### config.mk
export PLATFORM = sky130hd
export DESIGN_NAME = disk_image_track_parser
export DESIGN_NICKNAME = d
export VERILOG_FILES = /design/src/hdl/dimg_pkg.sv /design/src/hdl/disk_image_track_parser.sv
export SDC_FILE = /design/constraint.sdc
export NUM_CORES = 1
export LEC_CHECK = 0
export BUFFER_PORTS_ARGS = -buffer_cell sky130_fd_sc_hd__buf_2
export CORE_MARGIN = 3
export CORE_UTILIZATION = 40
export DETAILED_ROUTE_END_ITERATION = 16
export PLACE_DENSITY = 0.58
export SYNTH_ARGS = -nofsm -noshare
export SYNTH_HDL_FRONTEND = slang
export SYNTH_SLANG_ARGS = --single-unit
### constraint.sdc
create_clock -name aclk -period 7.4 [get_ports aclk]
set_input_delay 0.74 -clock aclk [delete_from_list [all_inputs] [get_ports aclk]]
set_output_delay 0.74 -clock aclk [all_outputs]
set_load 0.1 [all_outputs]
### src/hdl/dimg_pkg.sv
`timescale 1ns / 1ps
// ----------------------------------------------------------------------------
// dimg_pkg
// Shared widths, event codes and word layout for the disk image track parser.
// ----------------------------------------------------------------------------
package dimg_pkg;

    // field widths
    localparam int BYTE_W   = 8;
    localparam int EVENT_W  = 3;
    localparam int HEAD_W   = 6;
    localparam int SBYTES_W = 14;
    localparam int OFFSET_W = 13;
    localparam int PHASE_W  = 4;
    localparam int SIZE_W   = 3;

    // result word layout, lowest bit first
    localparam int MODE_LO   = 0;
    localparam int CYL_LO    = MODE_LO + BYTE_W;
    localparam int HEAD_LO   = CYL_LO + BYTE_W;
    localparam int COUNT_LO  = HEAD_LO + HEAD_W;
    localparam int SBYTES_LO = COUNT_LO + BYTE_W;
    localparam int INDEX_LO  = SBYTES_LO + SBYTES_W;
    localparam int OFFSET_LO = INDEX_LO + BYTE_W;
    localparam int VALUE_LO  = OFFSET_LO + OFFSET_W;
    localparam int USED_W    = VALUE_LO + BYTE_W;
    localparam int M_DATA_W  = ((USED_W + 7) / 8) * 8;

    // event kinds
    localparam logic [EVENT_W-1:0] EV_HEADER  = 3'd0;
    localparam logic [EVENT_W-1:0] EV_SECMAP  = 3'd1;
    localparam logic [EVENT_W-1:0] EV_CYLMAP  = 3'd2;
    localparam logic [EVENT_W-1:0] EV_HEADMAP = 3'd3;
    localparam logic [EVENT_W-1:0] EV_DATA    = 3'd4;
    localparam logic [EVENT_W-1:0] EV_FILL    = 3'd5;
    localparam logic [EVENT_W-1:0] EV_ABSENT  = 3'd6;
    localparam logic [EVENT_W-1:0] EV_ERROR   = 3'd7;

    // stream markers, head flag bits, largest size code and base sector size
    localparam logic [BYTE_W-1:0] COMMENT_END   = 8'h1a;
    localparam logic [BYTE_W-1:0] TYPE_ABSENT   = 8'h00;
    localparam logic [BYTE_W-1:0] TYPE_FILL     = 8'h02;
    localparam int                CYLMAP_BIT    = 7;
    localparam int                HEADMAP_BIT   = 6;
    localparam logic [BYTE_W-1:0] LARGEST_SIZE  = 8'd6;
    localparam logic [SBYTES_W-1:0] BASE_SECTOR = 14'd128;

endpackage

### src/hdl/disk_image_track_parser.sv
`timescale 1ns / 1ps
// ----------------------------------------------------------------------------
// disk_image_track_parser
// Walks an image file byte stream: skips the text comment, then decodes track
// records into header, map, data, fill, absent and error event words.
// ----------------------------------------------------------------------------
// The result word is registered and appears in the cycle after its input word is accepted.
// Throughput: one input word per cycle; s_tready drops only while a result
// waits in the output register and m_tready is low.
// Reset: aresetn (synchronous, active low) returns to comment skipping and
// clears the track fields, counters and output valid.
module disk_image_track_parser #(
    parameter int MAX_SIZE_CODE = 6
) (
    input  logic                             aclk,
    input  logic                             aresetn,
    input  logic                             s_tvalid,
    output logic                             s_tready,
    input  logic [dimg_pkg::BYTE_W-1:0]      s_tdata,   // byte_value
    output logic                             m_tvalid,
    input  logic                             m_tready,
    // mode_code, cylinder, head_number, sector_count, sector_bytes,
    // sector_index, byte_offset, item_value, zero padding
    output logic [dimg_pkg::M_DATA_W-1:0]    m_tdata,
    output logic [dimg_pkg::EVENT_W-1:0]     m_tuser,   // event_res
    output logic                             m_tlast    // track_last
);
    import dimg_pkg::*;

    localparam logic [BYTE_W-1:0] MAX_CODE = BYTE_W'(MAX_SIZE_CODE);

    // phase codes
    localparam logic [PHASE_W-1:0] PH_COMMENT = 4'd0;
    localparam logic [PHASE_W-1:0] PH_MODE    = 4'd1;
    localparam logic [PHASE_W-1:0] PH_CYL     = 4'd2;
    localparam logic [PHASE_W-1:0] PH_HEAD    = 4'd3;
    localparam logic [PHASE_W-1:0] PH_NSEC    = 4'd4;
    localparam logic [PHASE_W-1:0] PH_SIZE    = 4'd5;
    localparam logic [PHASE_W-1:0] PH_SECMAP  = 4'd6;
    localparam logic [PHASE_W-1:0] PH_CYLMAP  = 4'd7;
    localparam logic [PHASE_W-1:0] PH_HEADMAP = 4'd8;
    localparam logic [PHASE_W-1:0] PH_TYPE    = 4'd9;
    localparam logic [PHASE_W-1:0] PH_FILL    = 4'd10;
    localparam logic [PHASE_W-1:0] PH_DATA    = 4'd11;
    localparam logic [PHASE_W-1:0] PH_HALT    = 4'd12;

    // parser state
    logic [PHASE_W-1:0]  phase_reg, phase_next;
    logic [BYTE_W-1:0]   mode_reg, mode_next;
    logic [BYTE_W-1:0]   cyl_reg, cyl_next;
    logic [BYTE_W-1:0]   hflags_reg, hflags_next;
    logic [BYTE_W-1:0]   nsec_reg, nsec_next;
    logic [SIZE_W-1:0]   size_reg, size_next;
    logic [BYTE_W-1:0]   entry_reg, entry_next;
    logic [OFFSET_W-1:0] bcnt_reg, bcnt_next;

    // output register
    logic                m_valid_reg;
    logic [EVENT_W-1:0]  m_user_reg;
    logic [M_DATA_W-1:0] m_data_reg;
    logic                m_last_reg;

    // result of the current word
    logic                emit;
    logic [EVENT_W-1:0]  ev;
    logic [SBYTES_W-1:0] ev_sbytes;
    logic [BYTE_W-1:0]   ev_index;
    logic [OFFSET_W-1:0] ev_offset;
    logic [BYTE_W-1:0]   ev_value;
    logic                ev_last;

    logic                accept;
    logic [SBYTES_W-1:0] sec_bytes;
    logic                entry_end;
    logic                sector_end;
    logic [SBYTES_W-1:0] bcnt_inc;
    logic [PHASE_W-1:0]  map_follow;

    assign s_tready  = !m_valid_reg || m_tready;
    assign accept    = s_tvalid && s_tready;
    assign sec_bytes = BASE_SECTOR << size_reg;
    assign entry_end = entry_reg >= (nsec_reg - 8'd1);
    assign bcnt_inc  = {1'b0, bcnt_reg} + 14'd1;
    assign sector_end = bcnt_inc >= sec_bytes;

    // next phase after the last entry of the current map
    always_comb begin
        if (phase_reg == PH_SECMAP && hflags_reg[CYLMAP_BIT]) begin
            map_follow = PH_CYLMAP;
        end else if ((phase_reg == PH_SECMAP || phase_reg == PH_CYLMAP)
                     && hflags_reg[HEADMAP_BIT]) begin
            map_follow = PH_HEADMAP;
        end else begin
            map_follow = PH_TYPE;
        end
    end

    // phase machine and event decode
    always_comb begin
        phase_next  = phase_reg;
        mode_next   = mode_reg;
        cyl_next    = cyl_reg;
        hflags_next = hflags_reg;
        nsec_next   = nsec_reg;
        size_next   = size_reg;
        entry_next  = entry_reg;
        bcnt_next   = bcnt_reg;
        emit        = 1'b0;
        ev          = EV_HEADER;
        ev_sbytes   = sec_bytes;
        ev_index    = entry_reg;
        ev_offset   = '0;
        ev_value    = s_tdata;
        ev_last     = 1'b0;
        case (phase_reg)
            PH_COMMENT: begin
                if (s_tdata == COMMENT_END) begin
                    phase_next = PH_MODE;
                end
            end
            PH_MODE: begin
                mode_next  = s_tdata;
                phase_next = PH_CYL;
            end
            PH_CYL: begin
                cyl_next   = s_tdata;
                phase_next = PH_HEAD;
            end
            PH_HEAD: begin
                hflags_next = s_tdata;
                phase_next  = PH_NSEC;
            end
            PH_NSEC: begin
                nsec_next  = s_tdata;
                phase_next = PH_SIZE;
            end
            PH_SIZE: begin
                emit     = 1'b1;
                ev_index = '0;
                if (s_tdata > MAX_CODE || s_tdata > LARGEST_SIZE) begin
                    ev         = EV_ERROR;
                    ev_sbytes  = '0;
                    phase_next = PH_HALT;
                end else begin
                    size_next  = s_tdata[SIZE_W-1:0];
                    entry_next = '0;
                    bcnt_next  = '0;
                    ev         = EV_HEADER;
                    ev_sbytes  = BASE_SECTOR << s_tdata[SIZE_W-1:0];
                    if (nsec_reg == '0) begin
                        ev_last    = 1'b1;
                        phase_next = PH_MODE;
                    end else begin
                        phase_next = PH_SECMAP;
                    end
                end
            end
            PH_SECMAP, PH_CYLMAP, PH_HEADMAP: begin
                emit = 1'b1;
                if (phase_reg == PH_SECMAP) begin
                    ev = EV_SECMAP;
                end else if (phase_reg == PH_CYLMAP) begin
                    ev = EV_CYLMAP;
                end else begin
                    ev = EV_HEADMAP;
                end
                if (entry_end) begin
                    entry_next = '0;
                    phase_next = map_follow;
                end else begin
                    entry_next = entry_reg + 8'd1;
                end
            end
            PH_TYPE: begin
                if (s_tdata == TYPE_ABSENT) begin
                    emit     = 1'b1;
                    ev       = EV_ABSENT;
                    ev_value = '0;
                    ev_last  = entry_end;
                    if (entry_end) begin
                        entry_next = '0;
                        phase_next = PH_MODE;
                    end else begin
                        entry_next = entry_reg + 8'd1;
                    end
                end else if (s_tdata == TYPE_FILL) begin
                    phase_next = PH_FILL;
                end else begin
                    bcnt_next  = '0;
                    phase_next = PH_DATA;
                end
            end
            PH_FILL: begin
                emit    = 1'b1;
                ev      = EV_FILL;
                ev_last = entry_end;
                if (entry_end) begin
                    entry_next = '0;
                    phase_next = PH_MODE;
                end else begin
                    entry_next = entry_reg + 8'd1;
                    phase_next = PH_TYPE;
                end
            end
            PH_DATA: begin
                emit      = 1'b1;
                ev        = EV_DATA;
                ev_offset = bcnt_reg;
                if (sector_end) begin
                    bcnt_next = '0;
                    ev_last   = entry_end;
                    if (entry_end) begin
                        entry_next = '0;
                        phase_next = PH_MODE;
                    end else begin
                        entry_next = entry_reg + 8'd1;
                        phase_next = PH_TYPE;
                    end
                end else begin
                    bcnt_next = bcnt_inc[OFFSET_W-1:0];
                end
            end
            default: begin
                // halted after an error: ignore input
                phase_next = phase_reg;
            end
        endcase
    end

    // parser state registers
    always_ff @(posedge aclk) begin
        if (!aresetn) begin
            phase_reg  <= PH_COMMENT;
            mode_reg   <= '0;
            cyl_reg    <= '0;
            hflags_reg <= '0;
            nsec_reg   <= '0;
            size_reg   <= '0;
            entry_reg  <= '0;
            bcnt_reg   <= '0;
        end else if (accept) begin
            phase_reg  <= phase_next;
            mode_reg   <= mode_next;
            cyl_reg    <= cyl_next;
            hflags_reg <= hflags_next;
            nsec_reg   <= nsec_next;
            size_reg   <= size_next;
            entry_reg  <= entry_next;
            bcnt_reg   <= bcnt_next;
        end
    end

    // output valid
    always_ff @(posedge aclk) begin
        if (!aresetn) begin
            m_valid_reg <= 1'b0;
        end else if (accept) begin
            m_valid_reg <= emit;
        end else if (m_tready) begin
            m_valid_reg <= 1'b0;
        end
    end

    // output word payload
    always_ff @(posedge aclk) begin
        if (accept && emit) begin
            m_user_reg <= ev;
            m_last_reg <= ev_last;
            m_data_reg <= {(M_DATA_W - USED_W)'(0), ev_value, ev_offset, ev_index,
                           ev_sbytes, nsec_reg, hflags_reg[HEAD_W-1:0], cyl_reg,
                           mode_reg};
        end
    end

    assign m_tvalid = m_valid_reg;
    assign m_tuser  = m_user_reg;
    assign m_tlast  = m_last_reg;
    assign m_tdata  = m_data_reg;

endmodule

# Word level (Yosys, flattened, before mapping)
# Index checks and enable logic that the tools add are counted.
[word_totals]
reg_bits = 138
mem_count = 0
rom_bits = 0
latchBits = 0
mem_bits_rw = 0
wordCells = 109
[op_classes]
shift = 2
order_cmp = 3
multipliers = 0
addsub = 3
reduce_logical = 25
mux = 40
n_bitwise = 1
n_eq_ne = 21
n_div = 0
[op_table]
columns = ["op", "n"]
rows = [
  ["two-way mux 13 bit", 4],
  ["two-way mux 8 bit", 6],
  ["one-hot mux 4 bit (10 select lines)", 1],
  ["one-hot mux 13 bit (3 select lines)", 1],
  ["two-way mux 4 bit", 8],
  ["one-hot mux 8 bit (4 select lines)", 1],
  ["two-way mux 14 bit", 2],
  ["left shift 8 x 3 -> 14 bit, first input constant", 2],
  ["equality test 4 x 3 -> 1 bit, second input constant", 4],
  ["equality test 4 bit, second input constant", 4],
  ["logical NOT 8 bit", 2],
  ["one-hot mux 3 bit (5 select lines)", 1],
  ["adder 13 x 1 -> 14 bit, second input constant", 1],
  [">= comparator 14 bit", 1],
  ["inequality test 2 bit, second input constant", 7],
  ["two-way mux 1 bit", 10],
  ["AND reduction 5 bit", 2],
  ["nonzero test 10 bit", 1],
  ["two-way mux 3 bit", 3],
  ["adder 8 x 1 -> 8 bit, second input constant", 1],
  ["equality test 4 x 2 -> 1 bit, second input constant", 2],
  ["equality test 8 x 2 -> 1 bit, second input constant", 1],
  ["equality test 8 x 5 -> 1 bit, second input constant", 1],
  [">= comparator 8 bit", 1],
  ["21 further kinds", 28],
]

# Longest topological paths before layout
# Gate-level depths: netlist of run 1.
[depth]
depth_word = 7
mapped_depth = 13

# Least setup slack after synthesis of run 1
# No wires, ideal clock.
[synth_timing]
kind = "register to register"
from = "reg m_valid_reg (netlist: m_tvalid)"
to = "reg m_data_reg[0] (netlist: m_tdata[0]), enable pin"
setup_ps = 498
path_buffers = 0
path_stages_with_launch = 4
setup_slack_ps = 2094
arrival_time_ps = 4808
cell_sequence = "dfxtp_1 nand2b_1 nand2_1 nor2_1"
[synth_between]
elab_chain_cells = 4
[synth_lines]
columns = ["item", "line", "rtl"]
rows = [
  ["from (decl)", "disk_image_track_parser.sv:58", "logic m_valid_reg;"],
  ["from (signal assigned)", "disk_image_track_parser.sv:258", "m_valid_reg <= emit;"],
  ["logical NOT 1 bit", "disk_image_track_parser.sv:79", "assign s_tready = !m_valid_reg || m_tready;"],
  ["logical OR 1 bit", "disk_image_track_parser.sv:79", ""],
  ["via s_tready", "disk_image_track_parser.sv:18", "output logic s_tready,"],
  ["logical AND 1 bit", "disk_image_track_parser.sv:80", "assign accept = s_tvalid && s_tready;"],
  ["logical AND 1 bit", "disk_image_track_parser.sv:266", "if (accept && emit) begin"],
  ["to (signal assigned)", "disk_image_track_parser.sv:269", "m_data_reg <= {(M_DATA_W - USED_W)'(0), ev_value, ev_offset, ev_index,"],
  ["to (decl)", "disk_image_track_parser.sv:60", "logic [M_DATA_W-1:0] m_data_reg;"],
]
# The timed path passes the listed nets, and every way through them passes these cells.
# A chain may end at the register's enable or synchronous reset.

# Final worst setup path of run 1
[layout_timing]
from = "reg bcnt_reg[0]"
to = "reg bcnt_reg[9]"
[layout_between]
elab_chain_cells = 4
[layout_lines]
columns = ["item", "line", "rtl"]
rows = [
  ["from (decl)", "disk_image_track_parser.sv:55", "logic [OFFSET_W-1:0] bcnt_reg, bcnt_next;"],
  ["from (signal assigned)", "disk_image_track_parser.sv:249", "bcnt_reg <= bcnt_next;"],
  ["adder 13 x 1 -> 14 bit *", "disk_image_track_parser.sv:83", "assign bcnt_inc = {1'b0, bcnt_reg} + 14'd1;"],
  [">= comparator 14 bit", "disk_image_track_parser.sv:84", "assign sector_end = bcnt_inc >= sec_bytes;"],
  ["two-way mux 13 bit *", "disk_image_track_parser.sv:209", "if (sector_end) begin"],
  ["one-hot mux 13 bit (3 select lines) *", "disk_image_track_parser.sv:115", "case (phase_reg)"],
]
# Mark *: on every way between the ends. The rest lies on a longest branch, timed or not.

==> results of run 1 <==
## through the flow
step,instance area [sq um],util [%],std cells,worst slack [ns]
final,7250,49.0,827,3.37
after global routing,7250,49.0,827,2.98
after CTS,7250,49.0,827,3.39
after detailed placement,6630,44.8,795,3.42
after global placement,6630,44.8,795,3.57
after floorplan,6210,-,573,2.09
## area by class of cell
cell class / count / area share [%]
multi-input combinational: 382 / 35.8
clock inverter: 11 / 2.09
tap: 184 / 3.18
sequential: 131 / 45.8
clock buffer: 21 / 6.49
timing repair buffer: 85 / 5.94
inverter: 13 / 0.673
## kinds of logic after synthesis
group           after synthesis  share of synthesized area [%]
compound gates               86                           10.5
xor+xnor                     12                           1.70
fa+ha+maj                    19                           3.86
buf+inv                      60                           4.91
flops                       131                           53.9
mux                          38                           6.25
other cells                   1                         0.0608
simple gates                213                           18.8
## cells in the mapped netlist (4+ instances only)
library cell and count:
a21oi_1 16, a31oi_1 5, and2_1 13, and3_1 6
buf_4 14, clkbuf_1 25, dfxtp_1 61, edfxtp_1 70
ha_1 19, inv_1 13, mux2i_1 37, nand2_1 34
nand2b_1 6, nand3_1 18, nand3b_1 4, nor2_1 67
nor2b_1 16, nor3_1 5, o21ai_0 9, o21ai_2 10
o22ai_1 10, o31ai_1 10, or3_1 11, xnor2_1 6
xor2_1 6
## final timing paths
path                                   from           to  slack, ns  depth (start not counted)
worst min register to register   cyl_reg[3]  m_tdata[11]       0.43                          0
worst max register to register  bcnt_reg[0]  bcnt_reg[9]       3.37                         12
worst min-delay path             cyl_reg[3]  m_tdata[11]       0.43                          0
worst max-delay path            bcnt_reg[0]  bcnt_reg[9]       3.37                         12
## per-layer routing
layer	wire [um]	up-vias	global-route usage (%)	part of all wire, %
met5	0	-	0	0
met3	522	18	3.97	3.9
met4	197	0	6.30	1.5
met2	6490	95	26.3	48
li1	-	2137	-	-
met1	6220	2066	21.5	46
## worst max-delay path, stage by stage, from the launching register on
cell	delay, ns
dfxtp_1	0.43
ha_1	0.23
nand3_1	0.16
nor3_1	0.51
nand3_1	0.22
xnor2_1	0.17
ha_1	0.22
a211oi_1	0.27
a21oi_1	0.16
nor4_4	0.48
nand4_1	0.56
or3_1	0.49
o21ai_1	0.07
## cells in the final DEF (no fill, tap or decap), types with 3 or more instances in the layout
master | netlist | routed
conb_1 | 1 | 14
inv_1 | 13 | 13
nand2_1 | 34 | 34
buf_2 | 3 | 83
or3_1 | 11 | 11
and2_1 | 13 | 13
nand3b_1 | 4 | 4
o21ai_2 | 10 | 10
a21oi_1 | 16 | 16
o31ai_1 | 10 | 10
or2_2 | 3 | 3
o21ai_1 | 3 | 3
a31oi_1 | 5 | 5
and3_1 | 6 | 6
dfxtp_1 | 61 | 61
bufinv_16 | 0 | 3
nand2b_1 | 6 | 6
nor2b_1 | 16 | 16
clkbuf_8 | 0 | 3
nor4_1 | 3 | 3
o22ai_1 | 10 | 10
xor2_1 | 6 | 6
mux2i_1 | 37 | 37
edfxtp_1 | 70 | 70
ha_1 | 19 | 19
o21ai_0 | 9 | 9
nand3_1 | 18 | 18
nor2_1 | 67 | 66
nor3_1 | 5 | 5
clkbuf_16 | 0 | 17
clkinv_4 | 0 | 4
xnor2_1 | 6 | 6
## power breakdown
| group | internal [mW] | leakage [nW] | total [mW] | switching, mW |
|---|---|---|---|---|
| clock network | 0.559 | 0.304 | 0.868 | 0.310 |
| registers | 0.851 | 1.16 | 0.900 | 0.0495 |
| logic | 0.116 | 1.57 | 0.635 | 0.519 |
| total | 1.53 | 3.04 | 2.40 | 0.878 |
==> impl_metrics.yaml, run 1 <==
worst_setup_path:
  crit_type: "flop to flop"
  startpoint_type: "flop"
  required_ns: 7.74
  path_max_fanout: 11
  critPathArrivalTime_ns: 4.37
  crit_path_end_kind: "flop"
route:
  drc: 0
  first_pass_iters: 4
  drtAntennaViolNets: 0
  drt_iter0_drc: 181
  vias_per_cell: 5.22
  routed_wl_um: 13400
  wire_per_inst_um: 16.2
  vias: 4316
placement:
  gp_congestion: 0.860
  dp_hpwl_um: 9020
  port_buffers: 83
clock_network:
  clk_pin_slew_ns: 0.06
  hold_buffers: 0
  cts_resized: 0
  cts_setup_buffers: 0
  h-tree-depth: 4
  root_buffer: "clkbuf_16"
  cts_buffers: 17
  clock_sinks: 131
  clk_latency_ns: 0.41
  cts_tree: "done"
  clockBufferDepth: 2
timing:
  rsz0062_at_grt: "no"
  hold_ws_ns: 0.430
  slew_headroom_pct: 46.6
  fmax_mhz: 248
  finClkSkew_ns: 0.0106
  drv_slew: 0
  setup_viol: 0
  final-hold-violation-count: 0
  min_period_over_period_pct: 54.4
  period_minus_slack_ns: 4.03
  worst_slew_pin_slew_ns: 0.802
  fin_setup_tns_ns: 0
cells_and_area:
  num_antenna_cells: 0
  ff_latch_area_sq_um: 3320
  layout-drive-gt1-share_pct: 24.0
  multi_input_area_sq_um: 2590
  n_fill_cell: 1324
  area_growth_pct: 17.6
  nets: 661
  largest_reg_flops: 66
global_route:
  track_usage_pct: 16.4
  grt_remaining_overflow: 0
  grt_start_max_net_pins: 49
  grt_pass1_vias: 4176
  grt_first_pass_wirelength_um: 21600
  antenna_found_initial: 0
yosys:
  syn_area_sq_um: 6160
  synth_cell_type_count: 74
  synth_top_area_share_pct: 34.1
  synth_area_leaders: "edfxtp_1 34%, dfxtp_1 20%, mux2i_1 6.0%"
  synth_flop_cell: "edfxtp_1"
  syn_inst: 560
  synth_area_leader_cell: "edfxtp_1"
  ys_ff_latch: 131
  synth-async-reset-ratio_pct: 0
  syn_avg_cell_area_sq_um: 11.0
  synth_seq_area_share_pct: 53.9
  yosys_warnings: 0
  synth_edf_count: 70
floorplan:
  fp.dieW_um: 130
  start_util_pct: 41.6
  rows: 44
  dieHeight_um: 130
  pin_count: 98
  die-area_sq_um: 16900
  core_area_sq_um: 14800
pwr:
  p_leak_nw: 3.04
  powerDensity_nw_per_um2: 332
  vdd_drop_max_mv: 0.158
  power_mw: 2.40
outcome:
  outcome: "finished, final reports clean"
job:
  drv_cap: 0
worst_hold_path:
  min_path_type: "flop to flop"
Power figures use the tool's default switching activity.
==> run 2: changes to the inputs <==
clock period = 4 ns   (was 7.4 ns; I/O delays follow)
==> impl_metrics.yaml, run 2 (synthesis results as in run 1) <==
outcome:
  outcome: "finished, final reports clean"
floorplan:
  die-area_sq_um: 16900
  rows: 44
  fp.dieW_um: 130
  start_util_pct: 41.6
  pin_count: 98
  core_area_sq_um: 14800
  dieHeight_um: 130
worst_setup_path:
  critPathSlowestCell: "nor3_1"
  crit_top_cell: "nand3_1"
  cp.buffers_inverters: 0
  path_max_fanout: 10
  critical-path-top-delay-family: "simple AND/OR/NAND/NOR gates"
  max_stage_delay_ns: 0.49
  worstSetupPathDepth: 11
  crit_type: "flop to flop"
  required_ns: 4.31
  crit_path_end_kind: "flop"
  critPathArrivalTime_ns: 3.81
  path_cells: "nand3_1 > nor3_1 > nand3_1 > xnor2_1 > ha_1 > a211oi_1 > a21oi_1 > nor4_4 > or3b_1 > nand2b_4 > o22ai_1"
  startpoint_type: "flop"
  ff2ff_path_depth: 11
timing:
  hold_ws_ns: 0.301
  worst_slew_pin_slew_ns: 0.815
  min_period_over_period_pct: 87.3
  fin_setup_tns_ns: 0
  final-hold-violation-count: 0
  finClkSkew_ns: 0.0101
  slew_headroom_pct: 45.7
  drv_slew: 0
  fmax_mhz: 286
  period_minus_slack_ns: 3.49
  setup_viol: 0
  rsz0062_at_grt: "no"
clock_network:
  clk_pin_slew_ns: 0.06
  clockBufferDepth: 2
  clk_latency_ns: 0.43
  root_buffer: "clkbuf_16"
  cts_buffers: 17
  cts_tree: "done"
  h-tree-depth: 4
  cts_setup_buffers: 0
  clock_sinks: 131
global_route:
  grt_start_max_net_pins: 49
  grt_pass1_vias: 4069
  track_usage_pct: 16.0
  grt_remaining_overflow: 0
  grt_first_pass_wirelength_um: 20900
  antenna_found_initial: 0
cells_and_area:
  final_core_util_pct: 49.3
  num_antenna_cells: 0
  final_cell_mix: "83 x buf_2, 70 x edfxtp_1, 66 x nor2_1"
  layout_commonest_cell: "buf_2"
  n_fill_cell: 1340
  largest_reg_flops: 66
  nets: 663
  area_growth_pct: 18.5
  layout-drive-gt1-share_pct: 24.3
pwr:
  powerDensity_nw_per_um2: 616
  p_leak_nw: 3.05
  vdd_drop_max_mv: 0.321
route:
  vias_per_cell: 5.22
  routed_wl_um: 13400
  first_pass_iters: 4
  wire_per_inst_um: 16.2
  drtAntennaViolNets: 0
  vias: 4330
  drt_iter0_drc: 190
  drc: 0
job:
  drv_cap: 0
placement:
  dp_hpwl_um: 9100
  gp_congestion: 0.876
  port_buffers: 83
worst_hold_path:
  min_path_type: "input pin to flop"
  hold_depth: 1
## run 2: cell count changes in the layout (fill, tap and decap cells not counted)
cell,change
inv_6,+3
buf_12,+2
clkbuf_8,-2
clkinv_2,-2
clkbuf_16,+1
clkinv_4,-1
clkinvlp_4,+1
nor3_1,-1
nor3_2,+1
## run 2: worst paths after layout
| check | to | slack (ns) | from |
|---|---|---|---|
| worst max-delay path | entry_reg[7] | 0.51 | bcnt_reg[0] |
| worst min-delay path | m_tdata[72] | 0.30 | s_tdata[7] |
| worst min register to register | m_tdata[15] | 0.43 | cyl_reg[7] |
| worst max register to register | entry_reg[7] | 0.51 | bcnt_reg[0] |
## run 2: layout make-up
cell class                      instances  area, sq um  area share [%]
Clock buffer                           20          468            6.40
Clock inverter                         12          166            2.28
Inverter                               13         48.8           0.668
Multi-Input combinational cell        382         2600            35.6
Sequential cell                       131         3320            45.5
Tap cell                              184          230            3.15
Timing Repair Buffer                   87          470            6.44
## run 2: what timing repair did
action,4_1_cts,5_1_grt
endpoints found under the setup margin,0,1
hold buffers,0,0
gates resized for setup,0,1
## run 2: layer usage
metal	routed length, um	track usage (%)	vias to the layer above	share of wire (%)
met5	0	0	-	0
met4	175	5.75	0	1.3
met3	498	4.18	17	3.7
met2	6510	25.5	86	49
met1	6220	21.2	2082	46
li1	-	-	2145	-
## run 2: power breakdown
part / switching, mW / leakage [nW] / internal [mW] / total [mW]
sequential: 0.0908 / 1.16 / 1.57 / 1.66
combinational: 0.960 / 1.59 / 0.231 / 1.19
clock: 0.606 / 0.303 / 1.04 / 1.65
## run 2: per-stage QoR
step | instances | setup WS [ns] | power (mW) | instance area [sq um]
floorplan | 573 | 0.589 | 2.70 | 6220
global placement | 797 | 0.515 | 2.88 | 6670
detailed placement | 797 | 0.432 | 2.89 | 6670
CTS | 829 | 0.396 | 4.54 | 7300
global route | 829 | 0.124 | 4.66 | 7310
finish | 829 | 0.506 | 4.50 | 7310
